[config.mk]
export PLATFORM = sky130hd
export DESIGN_NAME = veto_hit_time_matcher
export DESIGN_NICKNAME = d
export VERILOG_FILES = /design/src/vhtm_pkg.sv /design/src/veto_hit_time_matcher.sv /design/src/vhtm_noisy_table.sv /design/src/vhtm_event_acc.sv
export VERILOG_INCLUDE_DIRS = /design/src /design/src/src
export SDC_FILE = /design/constraint.sdc
export NUM_CORES = 1
export LEC_CHECK = 0
export ABC_AREA = 1
export ABC_CLOCK_PERIOD_IN_PS = 8900
export BUFFER_PORTS_ARGS = -buffer_cell sky130_fd_sc_hd__buf_4
export CORE_AREA = 2 2 209 211
export DETAILED_ROUTE_END_ITERATION = 8
export DIE_AREA = 0 0 211 213
export PLACE_DENSITY = 0.8
export SLEW_MARGIN = 20
export SYNTH_ARGS = -nofsm -noshare
export SYNTH_HDL_FRONTEND = slang
export SYNTH_SLANG_ARGS = --single-unit
[constraint.sdc]
create_clock -name clk -period 8.9 [get_ports clk]
set_input_delay 0.89 -clock clk [delete_from_list [all_inputs] [get_ports clk]]
set_output_delay 0.89 -clock clk [all_outputs]
set_load 0.03 [all_outputs]
[src/assert_macros.svh]
// Assertion helpers for the RTL. In synthesis builds they expand to nothing.
`ifndef ASSERT_MACROS_SVH
`define ASSERT_MACROS_SVH

`ifndef SYNTHESIS

// Checked on every rising edge, switched off while reset is high.
`define VHTM_ASSERT(name, clk, rst, prop, msg) \
  name: assert property (@(posedge clk) disable iff (rst) prop) else $error(msg);

// Checked on every rising edge, reset included.
`define VHTM_ASSERT_ALWAYS(name, clk, prop, msg) \
  name: assert property (@(posedge clk) prop) else $error(msg);

`else

`define VHTM_ASSERT(name, clk, rst, prop, msg)
`define VHTM_ASSERT_ALWAYS(name, clk, prop, msg)

`endif

`endif

[src/vhtm_pkg.sv]
package vhtm_pkg;

  localparam int NOISY_DEPTH_DEF = 8;
  localparam int MAX_MATCHES_DEF = 128;
  localparam int MAX_HITS_DEF    = 1024;
  localparam int STATIONS_DEF    = 12;

  localparam int FUNC_W    = 2;
  localparam int STATION_W = 4;
  localparam int CHAN_W    = 17;
  localparam int TIME_W    = 31;
  localparam int DELTA_W   = 32;
  localparam int EDGE_W    = 4;
  localparam int SLOT_W    = 3;
  localparam int WIN_W     = 16;
  localparam int SMASK_W   = 12;
  localparam int PRIO_W    = 4;
  localparam int POS_W     = 10;
  localparam int MCOUNT_W  = 8;
  localparam int PAIR_W    = 11;
  localparam int PADDR_W   = 4;
  localparam int PDATA_W   = 32;

  // request function codes
  localparam logic [FUNC_W-1:0] FUNC_HIT   = 2'd0;
  localparam logic [FUNC_W-1:0] FUNC_CLOSE = 2'd1;
  localparam logic [FUNC_W-1:0] FUNC_LOAD  = 2'd2;

  // result kinds
  localparam logic KIND_MATCH   = 1'b0;
  localparam logic KIND_SUMMARY = 1'b1;

  // register indexes, byte address 4*index
  localparam logic [1:0] REG_REF_TIME   = 2'd0;
  localparam logic [1:0] REG_LOW_WIN    = 2'd1;
  localparam logic [1:0] REG_HIGH_WIN   = 2'd2;
  localparam logic [1:0] REG_STAT_MASK  = 2'd3;

  localparam logic [TIME_W-1:0]  REF_TIME_RST  = 31'h7FFF_0640;  // -63936
  localparam logic [WIN_W-1:0]   WIN_RST       = 16'd320;
  localparam logic [SMASK_W-1:0] STAT_MASK_RST = 12'd0;

  localparam logic [PRIO_W-1:0] PRIO_MATCH = 4'd9;

  // edge mask to priority
  localparam logic [PRIO_W-1:0] PRIO_TABLE [16] = '{
    4'd0, 4'd4, 4'd5, 4'd10, 4'd2, 4'd7, 4'd11, 4'd13,
    4'd1, 4'd12, 4'd6, 4'd14, 4'd3, 4'd8, 4'd9, 4'd15
  };

  typedef struct packed {
    logic [FUNC_W-1:0]    func;
    logic [STATION_W-1:0] station;
    logic [CHAN_W-1:0]    channel_id;
    logic [TIME_W-1:0]    hit_time;
    logic [EDGE_W-1:0]    edge_mask;
    logic [SLOT_W-1:0]    entry_slot;
    logic                 entry_valid;
  } req_t;

  typedef struct packed {
    logic [TIME_W-1:0]  reference_time;
    logic [WIN_W-1:0]   low_window;
    logic [WIN_W-1:0]   high_window;
    logic [SMASK_W-1:0] station_mask;
  } cfg_t;

  typedef struct packed {
    logic                kind;
    logic [POS_W-1:0]    hit_position;
    logic [CHAN_W-1:0]   matched_channel;
    logic                has_match;
    logic [PRIO_W-1:0]   best_priority;
    logic [MCOUNT_W-1:0] match_count;
    logic [PAIR_W-1:0]   low_pair_count;
    logic [PAIR_W-1:0]   high_pair_count;
    logic [DELTA_W-1:0]  best_delta;
    logic                best_found;
    logic [EDGE_W-1:0]   best_edge;
  } result_t;

endpackage

[src/veto_hit_time_matcher.sv]
// Veto hit time matcher. One request is taken per clock unless the result
// side stalls: a hit (func 0), an event close (func 1) or a noisy-channel
// table load (func 2). A request is held in the input register, where the
// window, station mask and noisy-table compare and the event counter updates
// are all done in a single pass, and its result, if any (a match record or
// the event summary), is then written to the result register.
// Throughput is one request per cycle as long as results are taken; a stall
// on the result side holds the input register and then stalls requests.
// Registers on the APB port, byte addresses: 0x0 reference_time (31-bit
// signed), 0x4 low_window, 0x8 high_window, 0xC station_mask. Write them only
// while no request is in flight. Times are in units of 1/64 ns.
`include "assert_macros.svh"

module veto_hit_time_matcher import vhtm_pkg::*; #(
  parameter int NOISY_DEPTH = NOISY_DEPTH_DEF,
  parameter int MAX_MATCHES = MAX_MATCHES_DEF,
  parameter int MAX_HITS    = MAX_HITS_DEF,
  parameter int STATIONS    = STATIONS_DEF
) (
  input  logic                clk,
  input  logic                rst,

  input  logic                hit_valid,
  output logic                hit_stall,
  input  logic [FUNC_W-1:0]   func,
  input  logic [STATION_W-1:0] station,
  input  logic [CHAN_W-1:0]   channel_id,
  input  logic signed [TIME_W-1:0] hit_time,
  input  logic [EDGE_W-1:0]   edge_mask,
  input  logic [SLOT_W-1:0]   entry_slot,
  input  logic                entry_valid,

  output logic                res_valid,
  input  logic                res_stall,
  output logic                kind,
  output logic [POS_W-1:0]    hit_position,
  output logic [CHAN_W-1:0]   matched_channel,
  output logic                has_match,
  output logic [PRIO_W-1:0]   best_priority,
  output logic [MCOUNT_W-1:0] match_count,
  output logic [PAIR_W-1:0]   low_pair_count,
  output logic [PAIR_W-1:0]   high_pair_count,
  output logic signed [DELTA_W-1:0] best_delta,
  output logic                best_found,
  output logic [EDGE_W-1:0]   best_edge,

  input  logic                psel,
  input  logic                penable,
  input  logic                pwrite,
  input  logic [PADDR_W-1:0]  paddr,
  input  logic [PDATA_W-1:0]  pwdata,
  output logic [PDATA_W-1:0]  prdata,
  output logic                pready
);

  cfg_t    cfg;
  logic    cfg_wr;

  logic    s1_valid;
  req_t    s1_req;
  logic    s1_adv;
  logic    hit_take;

  logic    noisy;
  logic    emit;
  result_t result;
  result_t res;

  // configuration port
  assign pready = 1'b1;
  assign cfg_wr = psel && penable && pwrite && pready;

  always_ff @(posedge clk) begin
    if (rst) begin
      cfg.reference_time <= REF_TIME_RST;
      cfg.low_window     <= WIN_RST;
      cfg.high_window    <= WIN_RST;
      cfg.station_mask   <= STAT_MASK_RST;
    end else if (cfg_wr) begin
      unique case (paddr[3:2])
        REG_REF_TIME:  cfg.reference_time <= pwdata[TIME_W-1:0];
        REG_LOW_WIN:   cfg.low_window     <= pwdata[WIN_W-1:0];
        REG_HIGH_WIN:  cfg.high_window    <= pwdata[WIN_W-1:0];
        REG_STAT_MASK: cfg.station_mask   <= pwdata[SMASK_W-1:0];
        default:       cfg.station_mask   <= cfg.station_mask;
      endcase
    end
  end

  always_comb begin
    unique case (paddr[3:2])
      REG_REF_TIME:  prdata = {cfg.reference_time[TIME_W-1], cfg.reference_time};
      REG_LOW_WIN:   prdata = {16'd0, cfg.low_window};
      REG_HIGH_WIN:  prdata = {16'd0, cfg.high_window};
      REG_STAT_MASK: prdata = {20'd0, cfg.station_mask};
      default:       prdata = '0;
    endcase
  end

  // input register: advance whenever the result register can take a slot
  assign s1_adv    = s1_valid && (!res_valid || !res_stall);
  assign hit_stall = s1_valid && res_valid && res_stall;
  assign hit_take  = hit_valid && !hit_stall;

  always_ff @(posedge clk) begin
    if (rst) begin
      s1_valid <= 1'b0;
    end else if (hit_take) begin
      s1_valid <= 1'b1;
    end else if (s1_adv) begin
      s1_valid <= 1'b0;
    end
  end

  always_ff @(posedge clk) begin
    if (hit_take) begin
      s1_req.func        <= func;
      s1_req.station     <= station;
      s1_req.channel_id  <= channel_id;
      s1_req.hit_time    <= hit_time;
      s1_req.edge_mask   <= edge_mask;
      s1_req.entry_slot  <= entry_slot;
      s1_req.entry_valid <= entry_valid;
    end
  end

  vhtm_noisy_table #(
    .NOISY_DEPTH (NOISY_DEPTH)
  ) u_noisy (
    .clk         (clk),
    .rst         (rst),
    .wr_en       (s1_adv && (s1_req.func == FUNC_LOAD)),
    .wr_slot     (s1_req.entry_slot),
    .wr_valid    (s1_req.entry_valid),
    .wr_chan     (s1_req.channel_id),
    .lookup_chan (s1_req.channel_id),
    .noisy       (noisy)
  );

  vhtm_event_acc #(
    .MAX_MATCHES (MAX_MATCHES),
    .MAX_HITS    (MAX_HITS),
    .STATIONS    (STATIONS)
  ) u_acc (
    .clk    (clk),
    .rst    (rst),
    .proc   (s1_adv),
    .req    (s1_req),
    .cfg    (cfg),
    .noisy  (noisy),
    .emit   (emit),
    .result (result)
  );

  // result register
  always_ff @(posedge clk) begin
    if (rst) begin
      res_valid <= 1'b0;
    end else if (s1_adv) begin
      res_valid <= emit;
    end else if (!res_stall) begin
      res_valid <= 1'b0;
    end
  end

  always_ff @(posedge clk) begin
    if (s1_adv && emit) begin
      res <= result;
    end
  end

  assign kind            = res.kind;
  assign hit_position    = res.hit_position;
  assign matched_channel = res.matched_channel;
  assign has_match       = res.has_match;
  assign best_priority   = res.best_priority;
  assign match_count     = res.match_count;
  assign low_pair_count  = res.low_pair_count;
  assign high_pair_count = res.high_pair_count;
  assign best_delta      = res.best_delta;
  assign best_found      = res.best_found;
  assign best_edge       = res.best_edge;

  `VHTM_ASSERT_ALWAYS(a_reset_empty, clk, rst |=> (!s1_valid && !res_valid), "pipeline not empty after reset")
  `VHTM_ASSERT(a_stall_full, clk, rst, hit_stall |-> (s1_valid && res_valid && res_stall), "request stalled with room to advance")
  `VHTM_ASSERT(a_close_summary, clk, rst, (s1_adv && (s1_req.func == FUNC_CLOSE)) |=> (res_valid && (kind == KIND_SUMMARY)), "event close gave no summary")
  `VHTM_ASSERT(a_summary_match, clk, rst, (res_valid && (kind == KIND_SUMMARY)) |-> (has_match == (best_priority >= PRIO_MATCH)), "summary match flag disagrees with priority")
  `VHTM_ASSERT(a_summary_best, clk, rst, (res_valid && (kind == KIND_SUMMARY) && !best_found) |-> ((best_delta == '0) && (best_edge == '0)), "closest hit fields set without a closest hit")

endmodule

[src/vhtm_noisy_table.sv]
module vhtm_noisy_table import vhtm_pkg::*; #(
  parameter int NOISY_DEPTH = NOISY_DEPTH_DEF
) (
  input  logic              clk,
  input  logic              rst,
  input  logic              wr_en,
  input  logic [SLOT_W-1:0] wr_slot,
  input  logic              wr_valid,
  input  logic [CHAN_W-1:0] wr_chan,
  input  logic [CHAN_W-1:0] lookup_chan,
  output logic              noisy
);

  logic [NOISY_DEPTH-1:0] entry_valid;
  logic [CHAN_W-1:0]      entry_chan [NOISY_DEPTH];

  // a slot at or above the depth matches no entry, so the write is dropped
  always_ff @(posedge clk) begin
    for (int i = 0; i < NOISY_DEPTH; i++) begin
      if (rst) begin
        entry_valid[i] <= 1'b0;
      end else if (wr_en && (32'(wr_slot) == i)) begin
        entry_valid[i] <= wr_valid;
      end
    end
  end

  always_ff @(posedge clk) begin
    for (int i = 0; i < NOISY_DEPTH; i++) begin
      if (wr_en && (32'(wr_slot) == i)) begin
        entry_chan[i] <= wr_chan;
      end
    end
  end

  always_comb begin
    noisy = 1'b0;
    for (int i = 0; i < NOISY_DEPTH; i++) begin
      if (entry_valid[i] && (entry_chan[i] == lookup_chan)) begin
        noisy = 1'b1;
      end
    end
  end

endmodule

[src/vhtm_event_acc.sv]
module vhtm_event_acc import vhtm_pkg::*; #(
  parameter int MAX_MATCHES = MAX_MATCHES_DEF,
  parameter int MAX_HITS    = MAX_HITS_DEF,
  parameter int STATIONS    = STATIONS_DEF
) (
  input  logic    clk,
  input  logic    rst,
  input  logic    proc,
  input  req_t    req,
  input  cfg_t    cfg,
  input  logic    noisy,
  output logic    emit,
  output result_t result
);

  localparam int HC_W = $clog2(MAX_HITS + 1);
  localparam int MC_W = $clog2(MAX_MATCHES + 1);

  logic [HC_W-1:0]    hit_counter;
  logic [MC_W-1:0]    match_counter;
  logic [HC_W-1:0]    low_pairs;
  logic [HC_W-1:0]    high_pairs;
  logic [PRIO_W-1:0]  top_priority;
  logic [DELTA_W-1:0] closest_delta;
  logic [DELTA_W-1:0] closest_mag;
  logic [EDGE_W-1:0]  closest_edge;
  logic               closest_valid;

  logic               is_hit;
  logic               is_close;
  logic               room;
  logic [DELTA_W-1:0] dt;
  logic [DELTA_W-1:0] adt;
  logic [WIN_W-1:0]   win;
  logic               in_window;
  logic               station_ok;
  logic [15:0]        mask16;
  logic               masked;
  logic               accept;
  logic [PRIO_W-1:0]  prio;
  logic               high_prio;
  logic               closer;
  logic               can_match;
  logic               match_emit;
  logic [31:0]        pos_ext;
  logic [31:0]        mc_ext;
  logic [31:0]        lp_ext;
  logic [31:0]        hp_ext;

  assign is_hit   = req.func == FUNC_HIT;
  assign is_close = req.func == FUNC_CLOSE;
  assign room     = hit_counter < HC_W'(MAX_HITS);

  // difference of two 31-bit signed values always fits 32 bits
  assign dt  = {req.hit_time[TIME_W-1], req.hit_time}
             - {cfg.reference_time[TIME_W-1], cfg.reference_time};
  assign adt = dt[DELTA_W-1] ? (~dt + 32'd1) : dt;

  assign win       = (req.edge_mask[1:0] == 2'b11) ? cfg.high_window : cfg.low_window;
  assign in_window = adt <= {16'd0, win};

  assign station_ok = (req.station != '0) && ({1'b0, req.station} <= 5'(STATIONS));
  // stations above the mask read a zero bit; station 0 is already rejected
  assign mask16     = {4'd0, cfg.station_mask};
  assign masked     = mask16[req.station - 4'd1];

  assign accept = proc && is_hit && room && station_ok && !masked && in_window && !noisy;

  assign prio       = PRIO_TABLE[req.edge_mask];
  assign high_prio  = prio >= PRIO_MATCH;
  assign closer     = !closest_valid || (adt < closest_mag);
  assign can_match  = match_counter < MC_W'(MAX_MATCHES);
  assign match_emit = accept && high_prio && can_match;

  assign emit = (proc && is_close) || match_emit;

  assign pos_ext = 32'(hit_counter);
  assign mc_ext  = 32'(match_counter);
  assign lp_ext  = 32'(low_pairs);
  assign hp_ext  = 32'(high_pairs);

  always_comb begin
    result = '0;
    if (is_close) begin
      result.kind            = KIND_SUMMARY;
      result.has_match       = top_priority >= PRIO_MATCH;
      result.best_priority   = top_priority;
      result.match_count     = mc_ext[MCOUNT_W-1:0];
      result.low_pair_count  = lp_ext[PAIR_W-1:0];
      result.high_pair_count = hp_ext[PAIR_W-1:0];
      if (closest_valid) begin
        result.best_delta = closest_delta;
        result.best_found = 1'b1;
        result.best_edge  = closest_edge;
      end
    end else begin
      result.kind            = KIND_MATCH;
      result.hit_position    = pos_ext[POS_W-1:0];
      result.matched_channel = req.channel_id;
    end
  end

  always_ff @(posedge clk) begin
    if (rst || (proc && is_close)) begin
      hit_counter   <= '0;
      match_counter <= '0;
      low_pairs     <= '0;
      high_pairs    <= '0;
      top_priority  <= '0;
      closest_delta <= '0;
      closest_mag   <= '0;
      closest_edge  <= '0;
      closest_valid <= 1'b0;
    end else begin
      if (proc && is_hit && room) begin
        hit_counter <= hit_counter + HC_W'(1);
      end
      if (accept) begin
        if (req.edge_mask[3] && req.edge_mask[0]) begin
          low_pairs <= low_pairs + HC_W'(1);
        end
        if (req.edge_mask[2] && req.edge_mask[1]) begin
          high_pairs <= high_pairs + HC_W'(1);
        end
        if (prio > top_priority) begin
          top_priority <= prio;
        end
        // ties keep the earlier hit
        if (high_prio && closer) begin
          closest_delta <= dt;
          closest_mag   <= adt;
          closest_edge  <= req.edge_mask;
          closest_valid <= 1'b1;
        end
      end
      if (match_emit) begin
        match_counter <= match_counter + MC_W'(1);
      end
    end
  end

endmodule
---- Yosys cells after proc, flatten, opt, wreduce, memory -nomap -nowiden ----
Memories as Yosys holds them, arrays and structs flattened.
Cells that the tools add are included.
word-level totals
  RAM bits ................................ 136
  bits in registers ....................... 361
  input bits .............................. 105
  output and inout bits ................... 135
  memories kept ........................... 2
  word-level logic and storage cells ...... 210
  ROM bits ................................ 64
memories
  name                depth  width  read ports  clocked after Yosys merged registers in  wr ports  line                    RTL
  u_noisy.entry_chan  8      17     8           0                                        1         vhtm_noisy_table.sv:15  logic [CHAN_W-1:0] entry_chan [NOISY_DEPTH];
  (name not given)    16     4      1           0                                        0         vhtm_event_acc.sv:69    assign prio = PRIO_TABLE[req.edge_mask];
cells by class
  bitwise logic cells ..................... 2
  reduce and logical (&&, ||, !) cells .... 68
  $add $sub $neg .......................... 7
  eq/ne operators ......................... 22
  multiplexer cells ....................... 58
  magnitude comparators ................... 10
operators with widths
  cell                                                       number
  == test 17 bit                                             8
  one-hot mux 32 bit (4 select lines)                        1
  two-way mux 17 bit                                         7
  OR reduction 17 bit                                        7
  logical AND 1 bit                                          37
  two-way mux 1 bit                                          37
  adder 11 x 1 -> 11 bit (second input constant)             3
  adder 32 x 1 -> 32 bit (second input constant)             1
  less-or-equal comparator 32 x 16 -> 1 bit                  1
  < comparator 32 bit                                        1
  two-way mux 32 bit                                         1
  inverter 32 bit                                            1
  subtractor 31 x 31 -> 32 bit                               1
  two-way mux 3 bit                                          7
  AND reduction 2 bit                                        9
  two-way mux 16 bit                                         1
  == test 3 bit (second input constant)                      4
  < comparator 11 bit (second input constant)                1
  adder 8 x 1 -> 8 bit (second input constant)               1
  == test 2 bit (second input constant)                      4
  greater-or-equal comparator 4 bit (second input constant)  2
  < comparator 8 bit (second input constant)                 1
  two-way mux 4 bit                                          2
  == test 3 x 2 -> 1 bit (second input constant)             2
  other kinds (17)                                           27

---- Longest topological paths before layout ----
Gate-level depths: netlist (run 1).
An unclocked memory read counts as a cell.
  depth in word-level cells ............... 17
  gate-level depth with buffers ........... 40
  depth with buffers taken out ............ 37

---- Modules after synthesis ----
From an unflattened synthesis (run 1), not the netlist that was laid out.
second synthesis, totals
  cells, all modules ...................... 3326
  area total of the unflattened synthesis .. 26061.2 sq um
by module, submodules not included
  module                 area each (sq um)  sequential area each (sq um)  cells an instance  times used
  vhtm_event_acc         10961.8            2262.2                        1920               1
  veto_hit_time_matcher  8416.8             6406.1                        712                1
  vhtm_noisy_table       6682.7             4244.1                        694                1

---- Worst setup path after synthesis (run 1) ----
OpenSTA, ideal clock, no wires.
  kind .................................... reg-to-reg
  from .................................... register s1_req[14] (netlist bit)
  to ...................................... register res, in the netlist best_delta[0] (enable)
  required time ........................... 8446 ps
  clock period less this slack ............ 6586 ps
  setup time .............................. 454 ps
  data arrival time ....................... 6133 ps
  path buffers ............................ 2
  cell stages (with the launch flop) ...... 35
  setup slack ............................. 2314 ps
  cell sequence ........................... edfxtp_1 ha_1 nand2_2 inv_1 nand2_1 nand2_1 nand2_1 nand3_2 nand2_1 nand2_1 nand2_1 nand3_1 nand2_4 buf_2 clkbuf_1 o21ai_0 xor2_1 inv_1 ha_1 a21oi_1 nand3b_1 a21oi_1 nor3_1 nand3_1 nand2_1 nand4_1 inv_1 nand2_1 nor2_1 nand3_1 nor2_2 nand3_1 nand2_1 nand2_1 inv_1
between the ends
  cells in the longest elaborated chain, start to end .. 11
ends and longest elaborated chain
  what                                         line                          RTL
  start: declaration                           veto_hit_time_matcher.sv:60   req_t s1_req;
  subtractor 31 x 31 -> 32 bit *               vhtm_event_acc.sv:56          - {cfg.reference_time[TIME_W-1], cfg.reference_time};
  inverter 32 bit                              vhtm_event_acc.sv:57          assign adt = dt[DELTA_W-1] ? (~dt + 32'd1) : dt;
  adder 32 x 1 -> 32 bit                       vhtm_event_acc.sv:57
  two-way mux 32 bit *                         vhtm_event_acc.sv:57
  via u_acc.adt[9]                             vhtm_event_acc.sv:33          logic [DELTA_W-1:0] adt;
  less-or-equal comparator 32 x 16 -> 1 bit *  vhtm_event_acc.sv:60          assign in_window = adt <= {16'd0, win};
  logical AND 1 bit * (2 in a row)             vhtm_event_acc.sv:67          assign accept = proc && is_hit && room && station_ok && !masked && in_window && !noisy;
  logical AND 1 bit * (2 in a row)             vhtm_event_acc.sv:73          assign match_emit = accept && high_prio && can_match;
  logical OR 1 bit *                           vhtm_event_acc.sv:75          assign emit = (proc && is_close) || match_emit;
  logical AND 1 bit *                          veto_hit_time_matcher.sv:167  if (s1_adv && emit) begin
  end signal: assignment                       veto_hit_time_matcher.sv:168  res <= result;
  end: declaration                             veto_hit_time_matcher.sv:67   result_t res;
Mark *: on every way through the listed nets, which the timed path passes. The rest lies on a longest branch.
A chain may end at the register's enable or synchronous reset.

---- Worst setup path after layout (run 1) ----
  from .................................... register cfg[58] (netlist name)
  to ...................................... register res, in the netlist best_delta[8] (enable)
between the ends
  elaborated cells on any way between the ends .. 11
  classes of those cells .................. add/sub: 2; order compare: 1; mux: 1; bitwise: 1; reduce/logical: 6
RTL lines
  what                                       line
  subtractor 31 x 31 -> 32 bit               vhtm_event_acc.sv:56
  two-way mux 32 bit                         vhtm_event_acc.sv:57
  via u_acc.adt[3]                           vhtm_event_acc.sv:33
  less-or-equal comparator 32 x 16 -> 1 bit  vhtm_event_acc.sv:60
  logical AND 1 bit (2 in a row)             vhtm_event_acc.sv:67
  logical AND 1 bit (2 in a row)             vhtm_event_acc.sv:73
  logical OR 1 bit                           vhtm_event_acc.sv:75
  logical AND 1 bit                          veto_hit_time_matcher.sv:167
The timed path passes the listed nets, and every way through them passes these cells.

==> flow_metrics.py, run 1 <==
metrics = {
    "job": {
        "maxCapViolations": 0,
    },
    "place": {
        "dp_slack_ns": 1.98,
        "dp_hpwl_um": 45800,
        "io_buffers": 235,
        "place_congestion": 0.929,
        "place_area_sq_um": 27500,
    },
    "yosys": {
        "synth_seq_area_share_pct": 51.0,
        "synth_area_leader_cell": "edfxtp_1",
        "post-synth-top-count-cell": "nand2_1",
        "syn_inst": 2974,
        "synth_compound_area_share_pct": 7.71,
        "netlist_area_sq_um": 25300,
        "synth-simple-area-share_pct": 25.3,
        "synth.avg_cell_area_sq_um": 8.51,
        "ys_warn_count": 0,
        "yosys.area.top_type_share_pct": 35.3,
        "synth_nets": 3170,
        "async_flop_share_pct": 0,
        "synth_area_leaders": "edfxtp_1 (35%), dfxtp_1 (16%), nand2_1 (8.9%)",
        "netlist_top_cells_count": "nand2_1 (599), inv_1 (439), nor2_1 (369), edfxtp_1 (298), dfxtp_1 (198)",
        "synth_adder_area_share_pct": 4.53,
        "synth_edf_count": 298,
        "synth-xor-area-share_pct": 2.32,
        "synth.mux.area_fraction_pct": 0.316,
        "synth_ff_type": "edfxtp_1",
        "synth_cell_types": 56,
        "synth_top_family_by_area": "simple AND/OR/NAND/NOR gates",
        "synth-seq-cells": 496,
    },
    "timing": {
        "rsz0062_at_grt": "no",
        "maxSlewViolCount": 0,
        "fin_ws_ns": 1.88,
        "skew_ns": 0.0387,
        "fin_tns_setup_ns": 0,
        "max_slew.worst_pin.slew_ns": 1.08,
        "max_freq_mhz": 143,
        "setup_viol": 0,
        "finalHoldViolCount": 0,
        "slew_headroom_pct": 28.2,
        "min_period_over_period_pct": 78.8,
        "fin_crit_ns": 7.02,
    },
    "routing": {
        "drtAntennaViolNets": 0,
        "initialDrtViolationCount": 2358,
        "drc_errors": 0,
        "viasPerCell": 5.57,
        "firstDrtPassIters": 8,
        "num_vias": 21100,
        "wl_per_cell_um": 17.1,
        "wirelength_um": 64600,
    },
    "critical_path": {
        "cp_slowest_stage_delay_ns": 0.72,
        "arrival_ns": 7.30,
        "critPathSlowestCell": "inv_4",
        "crit_buf_inv": 5,
        "crit_top_cell": "nand2_1",
        "worstSetupPathType": "flip-flop to flip-flop",
        "setup.worst_path.start_class": "flip-flop",
        "critPathTopFamily": "simple AND/OR/NAND/NOR gates",
        "critical_path_required_ns": 9.19,
        "path_max_fanout": 80,
        "critPathCaptureType": "flip-flop",
    },
    "clock_tree": {
        "clock_path_buffers": 3,
        "clk_pin_slew_ns": 0.06,
        "post_cts_buffers": 0,
        "clock_latency_ns": 0.63,
        "clock_sinks": 496,
        "cts_tree": "done",
        "cts-buffers-inserted": 51,
        "cts_hold_buf": 0,
        "cts_resized": 0,
        "cts_max_level": 2,
        "cts-root-buf": "clkbuf_16",
    },
    "grt": {
        "gr-usage-met1_pct": 41.8,
        "overflow": 0,
        "grt_max_degree": 93,
        "gr-usage-met3_pct": 4.04,
        "grt_pass1_wl_um": 101000,
        "antenna_found_initial": 1,
        "grt_usage_pct": 28.4,
        "met2_usage_pct": 43.7,
        "grt_pass1_vias": 19500,
        "top_usage_layer": "met2",
    },
    "floorplanning": {
        "rows": 76,
        "coreArea_sq_um": 42700,
        "die_h_um": 213,
        "die_x_um": 211,
        "start_util_pct": 59.3,
        "die-area_sq_um": 44900,
        "top_level_ports": 240,
    },
    "status": {
        "status": "finished clean",
    },
    "power": {
        "power.leakage_uw": 0.0125,
        "ir_drop_uv": 158,
        "power_density_nw_per_um2": 182,
        "finalPower_uw": 5310,
    },
    "final_layout": {
        "drive_gt1_share_pct": 17.0,
        "final_area_sq_um": 29200,
        "post-route-util_pct": 68.5,
        "antenna_cells": 0,
        "nets": 3390,
        "area_growth_pct": 15.5,
    },
    "worst_hold_path": {
        "hold_class": "input port to flip-flop",
    },
}
==> metal layers <==
metal,wire length [um],vias up
met5,0,-
met4,1510,0
met1,28000,9758
met2,28400,1033
li1,-,10200
met3,6690,113
==> power breakdown <==
group	internal, uW	switching (uW)	total, uW
Clock	1270	921	2190
Sequential	2460	35.6	2500
Combinational	205	418	623
==> cell type report <==
cell class	instances	area, sq um
clock inverters	24	303
flip-flops and latches	496	12900
repair buffers	259	1940
fillers	3344	13400
inverters	468	1770
well taps	546	683
multi-input cells	1918	10200
clock buffers	72	1450
==> worst register-to-register path: cells and delay by family (launching register included) <==
| family | cells | cell delay, ns |
|---|---|---|
| compound gates | 4 | 0.54 |
| simple gates | 22 | 3.08 |
| fa+ha+maj | 2 | 0.81 |
| buf+inv | 5 | 1.46 |
| flops | 1 | 0.31 |
| xor+xnor | 1 | 0.44 |
==> cells in the final DEF, fill, tap and decap left out, types with 26 or more instances in the layout <==
| cell type | synthesis | layout |
|---|---|---|
| nand4_1 | 76 | 76 |
| o211ai_1 | 26 | 26 |
| inv_1 | 439 | 436 |
| nor2_1 | 369 | 367 |
| buf_4 | 4 | 259 |
| xor2_1 | 44 | 44 |
| ha_1 | 90 | 90 |
| nand3_1 | 110 | 110 |
| clkbuf_16 | 0 | 52 |
| nand2_2 | 38 | 38 |
| a21oi_1 | 95 | 94 |
| o21ai_0 | 145 | 145 |
| nand2_1 | 599 | 599 |
| dfxtp_1 | 198 | 198 |
| edfxtp_1 | 298 | 298 |
| nor3_1 | 46 | 46 |
| nor2_2 | 109 | 111 |
==> stage by stage <==
step / instances / hold WS (ns)
floorplan: 2974 / 0.432
global placement: 3687 / 0.444
detailed placement: 3687 / 0.450
CTS: 3783 / 0.413
global route: 3783 / 0.422
finish: 3783 / 0.434
==> cells by family after synthesis <==
family                     after synthesis
and+or+nand+nor                       1411
buffers and inverters                  560
DFF                                    496
AOI/OAI and AO/OA                      340
adders and majority gates               91
xor gates and xnor gates                67
muxes                                    8
other                                    1
==> final timing paths <==
| check | startpoint | end | slack, ns | cells past startpoint |
|---|---|---|---|---|
| worst max-delay path | cfg[58]$_SDFFE_PP0P_ | best_delta[8]$_SDFFCE_PN0P_ | 1.88 | 34 |
| worst min-delay path | channel_id[4] | s1_req[43]$_DFFE_PP_ | 0.43 | 1 |
| worst max register to register | cfg[58]$_SDFFE_PP0P_ | best_delta[8]$_SDFFCE_PN0P_ | 1.88 | 34 |
| worst min register to register | u_acc.closest_mag[21]$_SDFFE_PP0P_ | u_acc.closest_mag[21]$_SDFFE_PP0P_ | 0.46 | 2 |
==> registers in the layout, summed over array words and instances (netlist names), 8 cells and up <==
| name | flops |
|---|---|
| cfg | 75 |
| u_acc.high_pairs | 11 |
| matched_channel | 17 |
| u_noisy.entry_chan | 136 |
| low_pair_count | 11 |
| best_delta | 32 |
| s1_req | 62 |
| match_count | 8 |
| u_noisy.entry_valid | 8 |
| u_acc.match_counter | 8 |
| hit_position | 10 |
| high_pair_count | 11 |
| u_acc.hit_counter | 11 |
| u_acc.closest_mag | 31 |
| u_acc.closest_delta | 32 |
| u_acc.low_pairs | 11 |
(Power assumes the default switching activity.)
==> run 2: changes to the inputs <==
--- a/config.mk
+++ b/config.mk
@@ -7,7 +7,7 @@
 export NUM_CORES = 1
 export LEC_CHECK = 0
 export ABC_AREA = 1
-export ABC_CLOCK_PERIOD_IN_PS = 8900
+export ABC_CLOCK_PERIOD_IN_PS = 7000
 export BUFFER_PORTS_ARGS = -buffer_cell sky130_fd_sc_hd__buf_4
 export CORE_AREA = 2 2 209 211
 export DETAILED_ROUTE_END_ITERATION = 8
==> constraint.sdc (replaced) <==
create_clock -name clk -period 7 [get_ports clk]
set_input_delay 0.7 -clock clk [delete_from_list [all_inputs] [get_ports clk]]
set_output_delay 0.7 -clock clk [all_outputs]
set_load 0.03 [all_outputs]
==> run 2 against run 1 <==
  * Total power is 27% higher
  * Die area unchanged
  * Register-to-register slack got worse by 1.2 ns
  * First-iteration DRC count decreased by 7.0%
  * Sequential power is 27% higher
  * Setup slack got worse by 1.2 ns
  * Global-route usage decreased by 0.22 points
  * Largest cell class unchanged
==> flow_metrics.py, run 2 (same netlist as run 1, synthesis figures left out) <==
metrics = {
    "clock_tree": {
        "cts_hold_buf": 0,
        "cts-root-buf": "clkbuf_16",
        "cts_tree": "done",
        "cts-buffers-inserted": 49,
        "cts_max_level": 2,
        "cts_resized": 0,
        "post_cts_buffers": 0,
        "clk_pin_slew_ns": 0.06,
        "clock_sinks": 496,
        "clock_path_buffers": 3,
        "clock_latency_ns": 0.61,
    },
    "floorplanning": {
        "coreArea_sq_um": 42700,
        "start_util_pct": 59.3,
        "die-area_sq_um": 44900,
        "die_x_um": 211,
        "die_h_um": 213,
        "rows": 76,
        "top_level_ports": 240,
    },
    "routing": {
        "num_vias": 21000,
        "initialDrtViolationCount": 2194,
        "wirelength_um": 63800,
        "firstDrtPassIters": 6,
        "wl_per_cell_um": 16.9,
        "viasPerCell": 5.54,
        "drtAntennaViolNets": 0,
        "drc_errors": 0,
    },
    "critical_path": {
        "arrival_ns": 6.65,
        "r2r_start": "cfg[53]$_SDFFE_PP1P_",
        "cp_slowest_stage_delay_ns": 0.48,
        "regToRegSetupSlack_ns": 0.64,
        "crit_top_cell": "nand2_1",
        "critPathCaptureType": "flip-flop",
        "r2r_cells": 35,
        "path_max_fanout": 44,
        "setup.worst_path.start_class": "flip-flop",
        "worst_r2r_endpoint": "best_delta[20]$_SDFFCE_PN0P_",
        "critPathSlowestCell": "ha_1",
        "critical_path_required_ns": 7.28,
        "crit_start": "cfg[53]$_SDFFE_PP1P_",
        "worstSetupPathType": "flip-flop to flip-flop",
    },
    "timing": {
        "fin_crit_ns": 6.36,
        "fin_ws_ns": 0.636,
        "fin_tns_setup_ns": 0,
        "rsz0062_at_grt": "no",
        "max_freq_mhz": 157,
        "slew_headroom_pct": 24.0,
        "finalHoldViolCount": 0,
        "skew_ns": 0.0332,
        "maxSlewViolCount": 0,
        "min_period_over_period_pct": 90.9,
        "setup_viol": 0,
        "max_slew.worst_pin.slew_ns": 1.13,
    },
    "final_layout": {
        "antenna_cells": 0,
        "drive_gt1_share_pct": 16.8,
        "largest_reg_flops": 136,
        "area_growth_pct": 15.5,
        "final_cell_mix": "nand2_1 (599), inv_1 (436), nor2_1 (367)",
        "fin_cells": 3780,
        "largestRegisters": "u_noisy.entry_chan (136), cfg (75), s1_req (62)",
        "final_common_cell": "nand2_1",
        "post-route-util_pct": 68.5,
        "nets": 3389,
        "top_register": "u_noisy.entry_chan",
    },
    "power": {
        "finalPower_uw": 6740,
        "ir_drop_uv": 216,
        "pwr-share-seq_pct": 47.1,
        "power.leakage_uw": 0.0125,
        "p_sw_uw": 1710,
        "clockPowerShare_pct": 41.1,
        "combPwrFrac_pct": 11.8,
        "p_int_uw": 5030,
        "p_sw_share_pct": 25.4,
        "power_density_nw_per_um2": 230,
    },
    "grt": {
        "grt_pass1_wl_um": 100000,
        "grt_usage_pct": 28.1,
        "antenna_found_initial": 0,
        "grt_pass1_vias": 19700,
        "overflow": 0,
        "grt_max_degree": 93,
    },
    "status": {
        "status": "finished clean",
    },
    "place": {
        "io_buffers": 235,
        "place_congestion": 0.912,
        "dp.cells": 3688,
        "dp_hpwl_um": 45700,
        "dp_slack_ns": 0.720,
    },
    "worst_hold_path": {
        "hold_depth": 1,
        "holdPathEnd": "s1_req[54]$_DFFE_PP_",
        "min_from": "channel_id[15]",
        "hold_class": "input port to flip-flop",
    },
    "job": {
        "maxCapViolations": 0,
    },
}
run 2: worst max-delay path by stage:
stage | slack [ns] | endpoint | cells past startpoint
6_report | 0.64 | best_delta[20]$_SDFFCE_PN0P_ | 35
5_1_grt | 0.15 | best_delta[18]$_SDFFCE_PN0P_ | 35
4_1_cts | 0.67 | best_delta[18]$_SDFFCE_PN0P_ | 35
3_5_place_dp | 0.72 | best_delta[13]$_SDFFCE_PN0P_ | 35
3_3_place_gp | 0.86 | best_delta[21]$_SDFFCE_PN0P_ | 35
2_1_floorplan | 0.41 | best_delta[0]$_SDFFCE_PN0P_ | 34
run 2: through the flow:
step	hold slack, ns	cell area (sq um)
after floorplan	0.432	25300
after global placement	0.444	27500
after detailed placement	0.450	27500
after CTS	0.237	29200
after global routing	0.245	29200
final	0.259	29200
run 2: layout make-up:
type,count,area (sq um)
multi-input cells,1918,10200
repair buffers,260,1980
clock inverters,29,393
clock buffers,63,1310
inverters,468,1770
flip-flops and latches,496,12900
fillers,3253,13500
well taps,546,683
run 2: critical path: cells and delay by family, from the launching register on:
kind            cells  cell delay [ns]
simple gates       23             3.02
fa+ha+maj           2             0.80
buf+inv             5             0.91
compound gates      4             0.57
xor+xnor            1             0.38
flops               1             0.31
run 2: power by group through the flow:
stage	registers (uW)	clock network, uW	logic (uW)
floorplan	3230	0	526
global placement	3230	0	748
detailed placement	3240	0	776
CTS	3170	2810	782
global route	3180	2930	879
finish	3170	2770	793
run 2: metal layers:
layer  share of wire, %  routed length (um)  up-vias  global-route usage, %
met5                  0                   0        -                      0
met4                2.1                1360        0                   8.47
met3                9.2                5850      103                   4.40
met2                 44               28200      971                   43.7
met1                 45               28400     9713                   40.8
li1                   -                   -    10200                      -
